`src/rtl/core/assert_macros.svh`:
```
// Assertion helpers for the core RTL. Both expect clk and rst in scope.
`ifndef ASSERT_MACROS_SVH
`define ASSERT_MACROS_SVH

`ifndef SYNTHESIS

// Condition must hold at every clock edge outside reset.
`define ASSERT_ALWAYS(lbl, cond, msg) \
  lbl: assert property (@(posedge clk) disable iff (rst) (cond)) else $error(msg);

// Consequent must hold in the cycle after the antecedent.
`define ASSERT_NEXT(lbl, ante, cons, msg) \
  lbl: assert property (@(posedge clk) disable iff (rst) (ante) |=> (cons)) else $error(msg);

`else

`define ASSERT_ALWAYS(lbl, cond, msg)
`define ASSERT_NEXT(lbl, ante, cons, msg)

`endif

`endif

```
`src/rtl/core/psa_pkg.sv`:
```
package psa_pkg;

  // Pool geometry
  localparam int SLOTS_PER_POOL = 64;
  localparam int MAX_POOLS      = 8;

  // Field widths of the ports
  localparam int OP_W        = 2;
  localparam int FREE_POOL_W = 3;
  localparam int FREE_SLOT_W = 6;
  localparam int STATUS_W    = 2;
  localparam int GRANT_POOL_W = 3;
  localparam int GRANT_SLOT_W = 6;
  localparam int OFFSET_W    = 22;
  localparam int POOLS_W     = 4;
  localparam int SLOT_BYTES_W = 17;

  localparam logic [SLOT_BYTES_W-1:0] SLOT_BYTES_RESET = 17'd256;

  typedef enum logic [OP_W-1:0] {
    OP_ALLOC  = 2'd0,
    OP_FREE   = 2'd1,
    OP_SHRINK = 2'd2,
    OP_NONE   = 2'd3
  } op_t;

  typedef enum logic [STATUS_W-1:0] {
    ST_OK      = 2'd0,
    ST_NOCAP   = 2'd1,
    ST_INVALID = 2'd2,
    ST_NOPOOL  = 2'd3
  } status_t;

  typedef enum logic [2:0] {
    S_IDLE,
    S_SCAN_UP,
    S_RD,
    S_MUL,
    S_FREE_CHK,
    S_SCAN_DN,
    S_DONE
  } state_t;

  // Control from the sequencer to the free-list store
  typedef struct packed {
    logic rd_en;
    logic wr_en;
    logic rd_written;
  } store_ctl_t;

endpackage

```
`src/rtl/core/psa_slot_store.sv`:
```
module psa_slot_store #(
  parameter int ADDR_W = 9,
  parameter int DATA_W = 6
) (
  input  logic                clk,
  input  psa_pkg::store_ctl_t ctl,
  input  logic [ADDR_W-1:0]   rd_addr,
  input  logic [ADDR_W-1:0]   wr_addr,
  input  logic [DATA_W-1:0]   wr_data,
  output logic [DATA_W-1:0]   rd_slot
);

  logic [DATA_W-1:0] mem [2**ADDR_W];
  logic [DATA_W-1:0] rd_q;
  logic [DATA_W-1:0] fresh_q;
  logic              written_q;

  always_ff @(posedge clk) begin
    if (ctl.wr_en) begin
      mem[wr_addr] <= wr_data;
    end
    if (ctl.rd_en) begin
      rd_q      <= mem[rd_addr];
      written_q <= ctl.rd_written;
      fresh_q   <= rd_addr[DATA_W-1:0];
    end
  end

  // An entry not pushed since the pool opened reads as its own position
  assign rd_slot = written_q ? rd_q : fresh_q;

endmodule

```
`src/rtl/core/pooled_slot_allocator.sv`:
```
// Channel  | Handshake              | Payload
// ---------+------------------------+---------------------------------------------------
// request  | req_valid / req_stall  | op, free_pool, free_slot, free_handle_valid
// response | rsp_valid / rsp_stall  | status, granted_pool, granted_slot, byte_offset,
//          |                        | pools_in_use
// config   | cfg_wr_en              | cfg_wr_data (slot_bytes)
//
// Steps before S_DONE: none for an unused op; free S_FREE_CHK; allocate S_SCAN_UP,
// where the shared compare unit skips full pools to a hit or an open, then S_RD and
// S_MUL; shrink S_SCAN_DN per pool closed. One pool descriptor is examined per cycle.
// The free-list memory needs no clearing pass: a per-pool wrap flag and the tail
// pointer tell which entries were pushed since the pool opened, others read as
// their own position. Reset (rst, synchronous) empties the pool set.
// A new transaction is taken while the previous result waits behind rsp_stall.
`include "assert_macros.svh"

module pooled_slot_allocator (
  input  logic                              clk,
  input  logic                              rst,
  // configuration
  input  logic                              cfg_wr_en,
  input  logic [psa_pkg::SLOT_BYTES_W-1:0]  cfg_wr_data,
  // request
  input  logic                              req_valid,
  output logic                              req_stall,
  input  logic [psa_pkg::OP_W-1:0]          op,
  input  logic [psa_pkg::FREE_POOL_W-1:0]   free_pool,
  input  logic [psa_pkg::FREE_SLOT_W-1:0]   free_slot,
  input  logic                              free_handle_valid,
  // response
  output logic                              rsp_valid,
  input  logic                              rsp_stall,
  output logic [psa_pkg::STATUS_W-1:0]      status,
  output logic [psa_pkg::GRANT_POOL_W-1:0]  granted_pool,
  output logic [psa_pkg::GRANT_SLOT_W-1:0]  granted_slot,
  output logic [psa_pkg::OFFSET_W-1:0]      byte_offset,
  output logic [psa_pkg::POOLS_W-1:0]       pools_in_use
);

  import psa_pkg::*;

  localparam int PW = (MAX_POOLS > 1) ? $clog2(MAX_POOLS) : 1;  // pool index
  localparam int SW = $clog2(SLOTS_PER_POOL);                  // slot position
  localparam int CW = $clog2(MAX_POOLS + 1);                   // pool count
  localparam int NW = $clog2(SLOTS_PER_POOL + 1);              // free count
  localparam int AW = PW + SW;
  localparam int MW = SW + SLOT_BYTES_W;

  localparam logic [NW-1:0] FULL_CNT = NW'(SLOTS_PER_POOL);
  localparam logic [SW-1:0] LAST_POS = SW'(SLOTS_PER_POOL - 1);
  localparam logic [CW-1:0] MAX_CNT  = CW'(MAX_POOLS);

  state_t state, state_next;

  logic [SLOT_BYTES_W-1:0] slot_bytes;
  logic [CW-1:0]           pool_count;

  // Per-pool descriptors
  logic [SW-1:0] head       [MAX_POOLS];
  logic [SW-1:0] tail       [MAX_POOLS];
  logic [NW-1:0] free_count [MAX_POOLS];
  logic          lapped     [MAX_POOLS];

  // Held request
  op_t                    op_r;
  logic [FREE_POOL_W-1:0] free_pool_r;
  logic [FREE_SLOT_W-1:0] free_slot_r;
  logic                   free_valid_r;

  // Scan pointer and working result
  logic [CW-1:0]   idx;
  status_t         status_w;
  logic [SW-1:0]   gslot_w;
  logic [OFFSET_W-1:0] offset_w;

  // Shared compare unit and sequencer decisions
  logic [PW-1:0] idx_p;
  logic [PW-1:0] top_p;
  logic [PW-1:0] sel_p;
  logic [NW-1:0] sel_cnt;
  logic          sel_empty;
  logic          sel_full;
  logic          in_range;
  logic          can_open;
  logic          no_pool;
  logic          slot_oor;
  logic          free_ok;
  logic          shrink_hit;
  logic          done_load;

  store_ctl_t    store_ctl;
  logic [AW-1:0] rd_addr;
  logic [AW-1:0] wr_addr;
  logic [SW-1:0] rd_slot;
  logic [MW-1:0] product;

  assign idx_p      = idx[PW-1:0];
  assign top_p      = PW'(pool_count - 1'b1);
  assign sel_p      = (state == S_SCAN_DN) ? top_p : idx_p;
  assign sel_cnt    = free_count[sel_p];
  assign sel_empty  = (sel_cnt == '0);
  assign sel_full   = (sel_cnt >= FULL_CNT);
  assign in_range   = (idx < pool_count);
  assign can_open   = (pool_count < MAX_CNT);
  assign no_pool    = (32'(free_pool_r) >= 32'(pool_count));
  assign slot_oor   = (32'(free_slot_r) >= SLOTS_PER_POOL);
  assign free_ok    = free_valid_r && !no_pool && !slot_oor && !sel_full;
  assign shrink_hit = (pool_count != '0) && sel_full;

  assign rd_addr = {idx_p, head[idx_p]};
  assign wr_addr = {idx_p, tail[idx_p]};
  assign product = MW'(rd_slot) * MW'(slot_bytes);

  // Next state
  always_comb begin
    state_next = state;
    case (state)
      S_IDLE: begin
        if (req_valid) begin
          case (op_t'(op))
            OP_ALLOC:  state_next = S_SCAN_UP;
            OP_FREE:   state_next = S_FREE_CHK;
            OP_SHRINK: state_next = S_SCAN_DN;
            OP_NONE:   state_next = S_DONE;
            default:   state_next = S_DONE;
          endcase
        end
      end
      S_SCAN_UP: begin
        if (!in_range) begin
          state_next = can_open ? S_RD : S_DONE;
        end else if (!sel_empty) begin
          state_next = S_RD;
        end
      end
      S_RD:       state_next = S_MUL;
      S_MUL:      state_next = S_DONE;
      S_FREE_CHK: state_next = S_DONE;
      S_SCAN_DN: begin
        if (!shrink_hit) begin
          state_next = S_DONE;
        end
      end
      S_DONE: begin
        if (!rsp_valid || !rsp_stall) begin
          state_next = S_IDLE;
        end
      end
      default:    state_next = S_IDLE;
    endcase
  end

  // Outputs of the sequencer
  always_comb begin
    req_stall            = (state != S_IDLE);
    store_ctl.rd_en      = (state == S_RD);
    store_ctl.wr_en      = (state == S_FREE_CHK) && free_ok;
    store_ctl.rd_written = lapped[idx_p] || (head[idx_p] < tail[idx_p]);
    done_load            = (state == S_DONE) && (!rsp_valid || !rsp_stall);
  end

  always_ff @(posedge clk) begin
    if (rst) begin
      state <= S_IDLE;
    end else begin
      state <= state_next;
    end
  end

  always_ff @(posedge clk) begin
    if (rst) begin
      slot_bytes <= SLOT_BYTES_RESET;
    end else if (cfg_wr_en) begin
      slot_bytes <= cfg_wr_data;
    end
  end

  // Pool count and descriptors
  always_ff @(posedge clk) begin
    if (rst) begin
      pool_count <= '0;
      for (int i = 0; i < MAX_POOLS; i++) begin
        head[i]       <= '0;
        tail[i]       <= '0;
        free_count[i] <= '0;
        lapped[i]     <= 1'b0;
      end
    end else begin
      case (state)
        S_SCAN_UP: begin
          // open the next pool with a full free list
          if (!in_range && can_open) begin
            head[idx_p]       <= '0;
            tail[idx_p]       <= '0;
            free_count[idx_p] <= FULL_CNT;
            lapped[idx_p]     <= 1'b0;
            pool_count        <= pool_count + 1'b1;
          end
        end
        S_RD: begin
          // pop the head
          head[idx_p]       <= (head[idx_p] == LAST_POS) ? '0 : head[idx_p] + 1'b1;
          free_count[idx_p] <= free_count[idx_p] - 1'b1;
        end
        S_FREE_CHK: begin
          // push at the tail; mark the wrap so every entry counts as written
          if (free_ok) begin
            if (tail[idx_p] == LAST_POS) begin
              tail[idx_p]   <= '0;
              lapped[idx_p] <= 1'b1;
            end else begin
              tail[idx_p] <= tail[idx_p] + 1'b1;
            end
            free_count[idx_p] <= free_count[idx_p] + 1'b1;
          end
        end
        S_SCAN_DN: begin
          if (shrink_hit) begin
            pool_count <= pool_count - 1'b1;
          end
        end
        default: ;
      endcase
    end
  end

  // Request capture, scan pointer and working result
  always_ff @(posedge clk) begin
    case (state)
      S_IDLE: begin
        op_r         <= op_t'(op);
        free_pool_r  <= free_pool;
        free_slot_r  <= free_slot;
        free_valid_r <= free_handle_valid;
        status_w     <= ST_OK;
        gslot_w      <= '0;
        offset_w     <= '0;
        idx          <= (op_t'(op) == OP_FREE) ? CW'(free_pool) : '0;
      end
      S_SCAN_UP: begin
        if (!in_range) begin
          if (!can_open) begin
            status_w <= ST_NOCAP;
          end
        end else if (sel_empty) begin
          idx <= idx + 1'b1;
        end
      end
      S_MUL: begin
        gslot_w  <= rd_slot;
        offset_w <= OFFSET_W'(product);
      end
      S_FREE_CHK: begin
        if (!free_valid_r) begin
          status_w <= ST_INVALID;
        end else if (no_pool) begin
          status_w <= ST_NOPOOL;
        end else if (slot_oor || sel_full) begin
          status_w <= ST_INVALID;
        end
      end
      default: ;
    endcase
  end

  // Result register: parts the response side from the sequencer
  always_ff @(posedge clk) begin
    if (rst) begin
      rsp_valid <= 1'b0;
    end else if (done_load) begin
      rsp_valid <= 1'b1;
    end else if (!rsp_stall) begin
      rsp_valid <= 1'b0;
    end
  end

  always_ff @(posedge clk) begin
    if (done_load) begin
      status       <= status_w;
      granted_pool <= (op_r == OP_ALLOC && status_w == ST_OK) ?
                      GRANT_POOL_W'(idx) : '0;
      granted_slot <= GRANT_SLOT_W'(gslot_w);
      byte_offset  <= offset_w;
      pools_in_use <= POOLS_W'(pool_count);
    end
  end

  psa_slot_store #(
    .ADDR_W (AW),
    .DATA_W (SW)
  ) u_store (
    .clk     (clk),
    .ctl     (store_ctl),
    .rd_addr (rd_addr),
    .wr_addr (wr_addr),
    .wr_data (SW'(free_slot_r)),
    .rd_slot (rd_slot)
  );

  `ASSERT_ALWAYS(a_pool_cap, pool_count <= MAX_CNT, "pool count above limit")
  `ASSERT_ALWAYS(a_pop_nonempty, (state != S_RD) || !sel_empty,
                 "pop from empty pool")
  `ASSERT_ALWAYS(a_grant_only_ok,
                 !rsp_valid || (status == ST_OK) ||
                 ((granted_pool == '0) && (byte_offset == '0)),
                 "grant fields on failed request")
  `ASSERT_NEXT(a_shrink_no_grow, state == S_SCAN_DN, pool_count <= $past(pool_count),
               "shrink grew pool count")
  `ASSERT_NEXT(a_open_bumps, (state == S_SCAN_UP) && !in_range && can_open,
               pool_count == $past(pool_count) + 1'b1, "pool open did not count")

endmodule
```
`config.mk`:
```
export PLATFORM = sky130hd
export DESIGN_NAME = pooled_slot_allocator
export DESIGN_NICKNAME = d
export VERILOG_FILES = /design/src/rtl/core/psa_pkg.sv /design/src/rtl/core/psa_slot_store.sv /design/src/rtl/core/pooled_slot_allocator.sv
export VERILOG_INCLUDE_DIRS = /design/src /design/src/rtl/core
export SDC_FILE = /design/constraint.sdc
export NUM_CORES = 2
export LEC_CHECK = 0
export BUFFER_PORTS_ARGS = -buffer_cell sky130_fd_sc_hd__buf_2
export CELL_PAD_IN_SITES_DETAIL_PLACEMENT = 1
export CELL_PAD_IN_SITES_GLOBAL_PLACEMENT = 2
export CORE_AREA = 3 3 677 679
export CTS_BUF_LIST = sky130_fd_sc_hd__clkbuf_16
export CTS_CLUSTER_DIAMETER = 200
export DETAILED_ROUTE_END_ITERATION = 10
export DIE_AREA = 0 0 680 682
export PLACE_DENSITY_LB_ADDON = 0.1
export SLEW_MARGIN = 0
export SYNTH_ARGS = -nofsm -noshare
export SYNTH_HDL_FRONTEND = slang
export SYNTH_SLANG_ARGS = --single-unit
export TNS_END_PERCENT = 10
```
`constraint.sdc`:
```
create_clock -name clk -period 7.42 [get_ports clk]
set_input_delay 1.484 -clock clk [delete_from_list [all_inputs] [get_ports clk]]
set_output_delay 1.484 -clock clk [all_outputs]
set_load 0.005 [all_outputs]
```
==> parameters.txt <==
Parameter                              Value

Status
  Outcome    complete, but fails checks
  Violated checks    capacitance limit, slew limit

Floorplanning
  Starting density of the core    0.300
  Num rows    between 200 and 250
  Chip Width    slightly below 700 microns
  Core Footprint    between 400000 and 500000 sq um
  DIE AREA    ~460000 sq um
  Ports placed on the boundary    73
  Die span in y    between 600 and 700 microns

Timing
  Max-slew violation count    between 40 and 50
  Unrepaired setup endpoints after global routing    false
  Relative max-transition margin    -0.0692
  Clock tree skew after final layout    between 0.06 and 0.07 ns
  Number of hold violations in the final report    0
  Total of endpoints with negative setup slack in the final report    0
  Clock period minus worst slack    around 6.2 ns
  Actual slew at the worst max-slew pin    1.59 ns
  Max Fclk    0.161 GHz
  WHS    roughly 0.42 ns
  Share of the clock period used by the worst path after layout    0.836

Clocking
  Register clock-pin slew on the reported worst setup and hold paths    around 0.060 ns
  Source-to-sink clock delay at the later pin of the worst-skew pair    between 0.9 and 1 ns
  Number of sinks handled by clock tree synthesis    3356
  Number of buffers added by the clock tree synthesis step    390
  CTS resizes    0
  Post-CTS setup buffer count    0
  Cts-stage hold buffer count    0
  Number of buffers on the longest clock path    4
  Maximum level of the CTS H-tree    5
  CTS tree    built
  Clock root buffer    sky130_fd_sc_hd__clkbuf_16

Power
  Static leakage    49.9 nW
  Power density over cell area    ~450 nW/um^2
  Switching Share    0.407
  Largest voltage drop on the vdd net    between 0.4 and 0.5 mV
  Switching pwr    28.8 mW
  Internal    about 42 mW
  Fraction of power consumed by combinational cells    0.403
  Relative contribution of sequential cells to total power    0.333
  Relative contribution of the clock network to total power    0.264

GRT
  Gr ovfl total    0
  Global-route wire length before repair    702 mm
  Global-route usage over all layers    0.217
  Largest net degree at the start of global routing    168
  Vias in the first global route    between 80000 and 90000
  Initial antenna violation count    52

Worst setup path
  Cell-by-cell trace of the critical path    mux4_2 -> mux2i_4 -> inv_16 -> buf_12 -> buf_12 -> mux4_2 -> o21ai_0 -> a221oi_1 -> a22o_1 -> nor4_1 -> o2111ai_1
  Data required time at the worst endpoint    slightly above 8 ns
  Endpoint class of the critical path    flop
  Class of the most critical setup path    flop to flop
  Buf+Inv Stages, Crit Path    3
  WP data arrival    6.87 ns
  Largest delay share family, worst path    compound AO/OA/AOI/OAI gates
  Startpoint class of the critical path    flop
  Maximum fanout along the worst path    between 40 and 50
  Critical Path Max Stage Delay    about 1.2 ns
  Cell type of the slowest stage on the worst timing path    sky130_fd_sc_hd__o21ai_0

Synth
  Netlist cell types    a little under 70
  Sequential-to-total area share from yosys stat    0.740
  Area share of the leading cell type in the synthesized netlist    0.736
  Gate count after technology mapping    around 8400
  Cell area after synthesis    between 100000 and 150000 sq um
  Post-synth EDFFs    3328
  Per-instance average area after synthesis    around 16 sq um
  Net count after synthesis    between 8000 and 9000
  Synthesis Warnings    0
  Proportion of register bits with asynchronous set or reset after synthesis    0
  Cells taking the most area after synthesis    sky130_fd_sc_hd__edfxtp_1, sky130_fd_sc_hd__mux4_2, sky130_fd_sc_hd__nand2_1, sky130_fd_sc_hd__mux2i_1, sky130_fd_sc_hd__nor2_1
  Most used flip-flop cell after synthesis    sky130_fd_sc_hd__edfxtp_1
  Synth Register Bits    about 3400
  Leading area contributor after synthesis    sky130_fd_sc_hd__edfxtp_1

Finish
  Multi-input logic area    between 30000 and 40000 sq um
  Layout fillers    around 46000
  Fin cells    15000
  Layout overhead on the synthesized area    15.5%
  Area taken by flip-flops and latches    101000 sq um
  Final nets    8796
  Fraction of layout instances using a drive strength above 1    0.158

Min path
  Hold WC Path Type    flop to flop

Placement
  HPWL after detailed placement    approximately 310 mm
  Routability congestion estimate    about 0.8
  Count of placed standard cells including taps    14200
  Quantity of I/O buffers inserted on ports    between 70 and 80

Drt
  Final antenna-violating net count    0
  Total iterations of the first detailed-routing run    5
  Mean number of vias per cell    roughly 5.3
  Drc violations    0
  Final WL    ~510 mm
  Number of vias after detailed routing    between 70000 and 80000
  Routed wire length per instance    ~34 microns
  First DRT Iteration DRCs    approximately 7600

Run
  Number of max-cap violations    1
-- path summary, 6_finish.rpt --
check | start | to | slack, ns | cells past startpoint
min reg2reg | offset_w[13] | byte_offset[13] | 0.42 | 0
min | offset_w[13] | byte_offset[13] | 0.42 | 0
max | flop | u_store.rd_q[5] | 1.22 | 11
max reg2reg | flop | u_store.rd_q[5] | 1.22 | 11
-- cells by family (layout without fill, tap and decap cells) --
family	count (synthesis)	after routing	synth area share
xor gates and xnor gates	33	33	0.00213
AOI/OAI and AO/OA	917	917	0.0461
adders and majority gates	111	111	0.0135
other	0	10	0
buffers and inverters	647	1194	0.0204
DFF	3356	3356	0.740
and+or+nand+nor	2579	2579	0.0797
muxes	776	776	0.0986
-- metal layers --
layer | up-vias | share of wire | track usage
met4 | 4 | 0.026 | 0.0532
met1 | 43000 | 0.45 | 0.304
met2 | 2255 | 0.47 | 0.355
li1 | 33100 | - | -
met5 | - | 0.000053 | 0
met3 | 561 | 0.052 | 0.0303
-- stage by stage --
stage | power (mW) | util | worst slack [ns] | cell area (sq um) | setup TNS, ns
finish | 70.6 | 0.347 | 1.22 | 157000 | 0
global route | 73.5 | 0.347 | 1.04 | 157000 | 0
CTS | 71.6 | 0.347 | 1.22 | 157000 | 0
detailed placement | 52.9 | 0.320 | 1.18 | 145000 | 0
global placement | 52.8 | 0.320 | 1.02 | 145000 | 0
floorplan | 39.1 | - | -0.173 | 136000 | -531.90
-- cell usage after synthesis, drive strengths merged, types with 10 or more instances --
library cell / n
buf: 245
nor3: 48
a221oi: 46
o22ai: 37
ha: 51
o211ai: 10
nand2b: 50
nor2b: 84
nand3: 276
a211oi: 15
o221ai: 52
clkbuf: 292
mux4: 447
a21o: 13
o21ai: 100
inv: 110
nand4: 54
dfxtp: 28
a22oi: 30
a311oi: 26
and3: 23
a2111oi: 82
xnor2: 18
mux2i: 320
a21oi: 249
fa: 60
nor2: 764
o2111ai: 46
xor2: 15
edfxtp: 3328
a31oi: 109
a32oi: 50
and2: 28
nor4: 20
nand2: 1202
or3: 12
-- sequential cells by signal, indices dropped and copies added, names as in the netlist, 8 cells and up, named ones only --
register     cells
free_count      56
lapped           8
head            48
offset_w        22
tail            48
byte_offset     22
slot_bytes      17
u_store.mem   3072
-- area by class of cell --
class                   count  share of cell area
well taps                5976              0.0476
multi-input cells        4416               0.210
inverters                 110             0.00290
clock inverters           313              0.0150
flip-flops and latches   3356               0.640
clock buffers             394              0.0628
repair buffers            377              0.0208
diodes                     10            0.000159
-- cells in the final DEF, fill, tap and decap left out, types with 54 or more instances in the layout --
cell / n
sky130_fd_sc_hd__edfxtp_1: 3328
sky130_fd_sc_hd__nand2_1: 1182
sky130_fd_sc_hd__nor2_1: 754
sky130_fd_sc_hd__mux4_2: 447
sky130_fd_sc_hd__clkbuf_16: 394
sky130_fd_sc_hd__mux2i_1: 309
sky130_fd_sc_hd__nand3_1: 275
sky130_fd_sc_hd__buf_4: 254
sky130_fd_sc_hd__a21oi_1: 247
sky130_fd_sc_hd__inv_1: 198
sky130_fd_sc_hd__a31oi_1: 109
sky130_fd_sc_hd__clkinv_1: 101
sky130_fd_sc_hd__o21ai_0: 92
sky130_fd_sc_hd__nor2b_1: 82
sky130_fd_sc_hd__a2111oi_0: 79
sky130_fd_sc_hd__buf_2: 72
sky130_fd_sc_hd__fa_1: 60
sky130_fd_sc_hd__clkinv_2: 56
sky130_fd_sc_hd__nand4_1: 54
-- power groups by stage --
stage / clock network [mW] / registers (mW) / logic [mW]
after floorplan: 0 / 25.5 / 13.6
after CTS: 19.1 / 23.5 / 29.1
after global routing: 19.8 / 23.5 / 30.1
final: 18.6 / 23.5 / 28.5
after detailed placement: 0 / 23.9 / 29.0
after global placement: 0 / 23.9 / 28.9
Note: power is estimated with default switching activity, not from simulation.
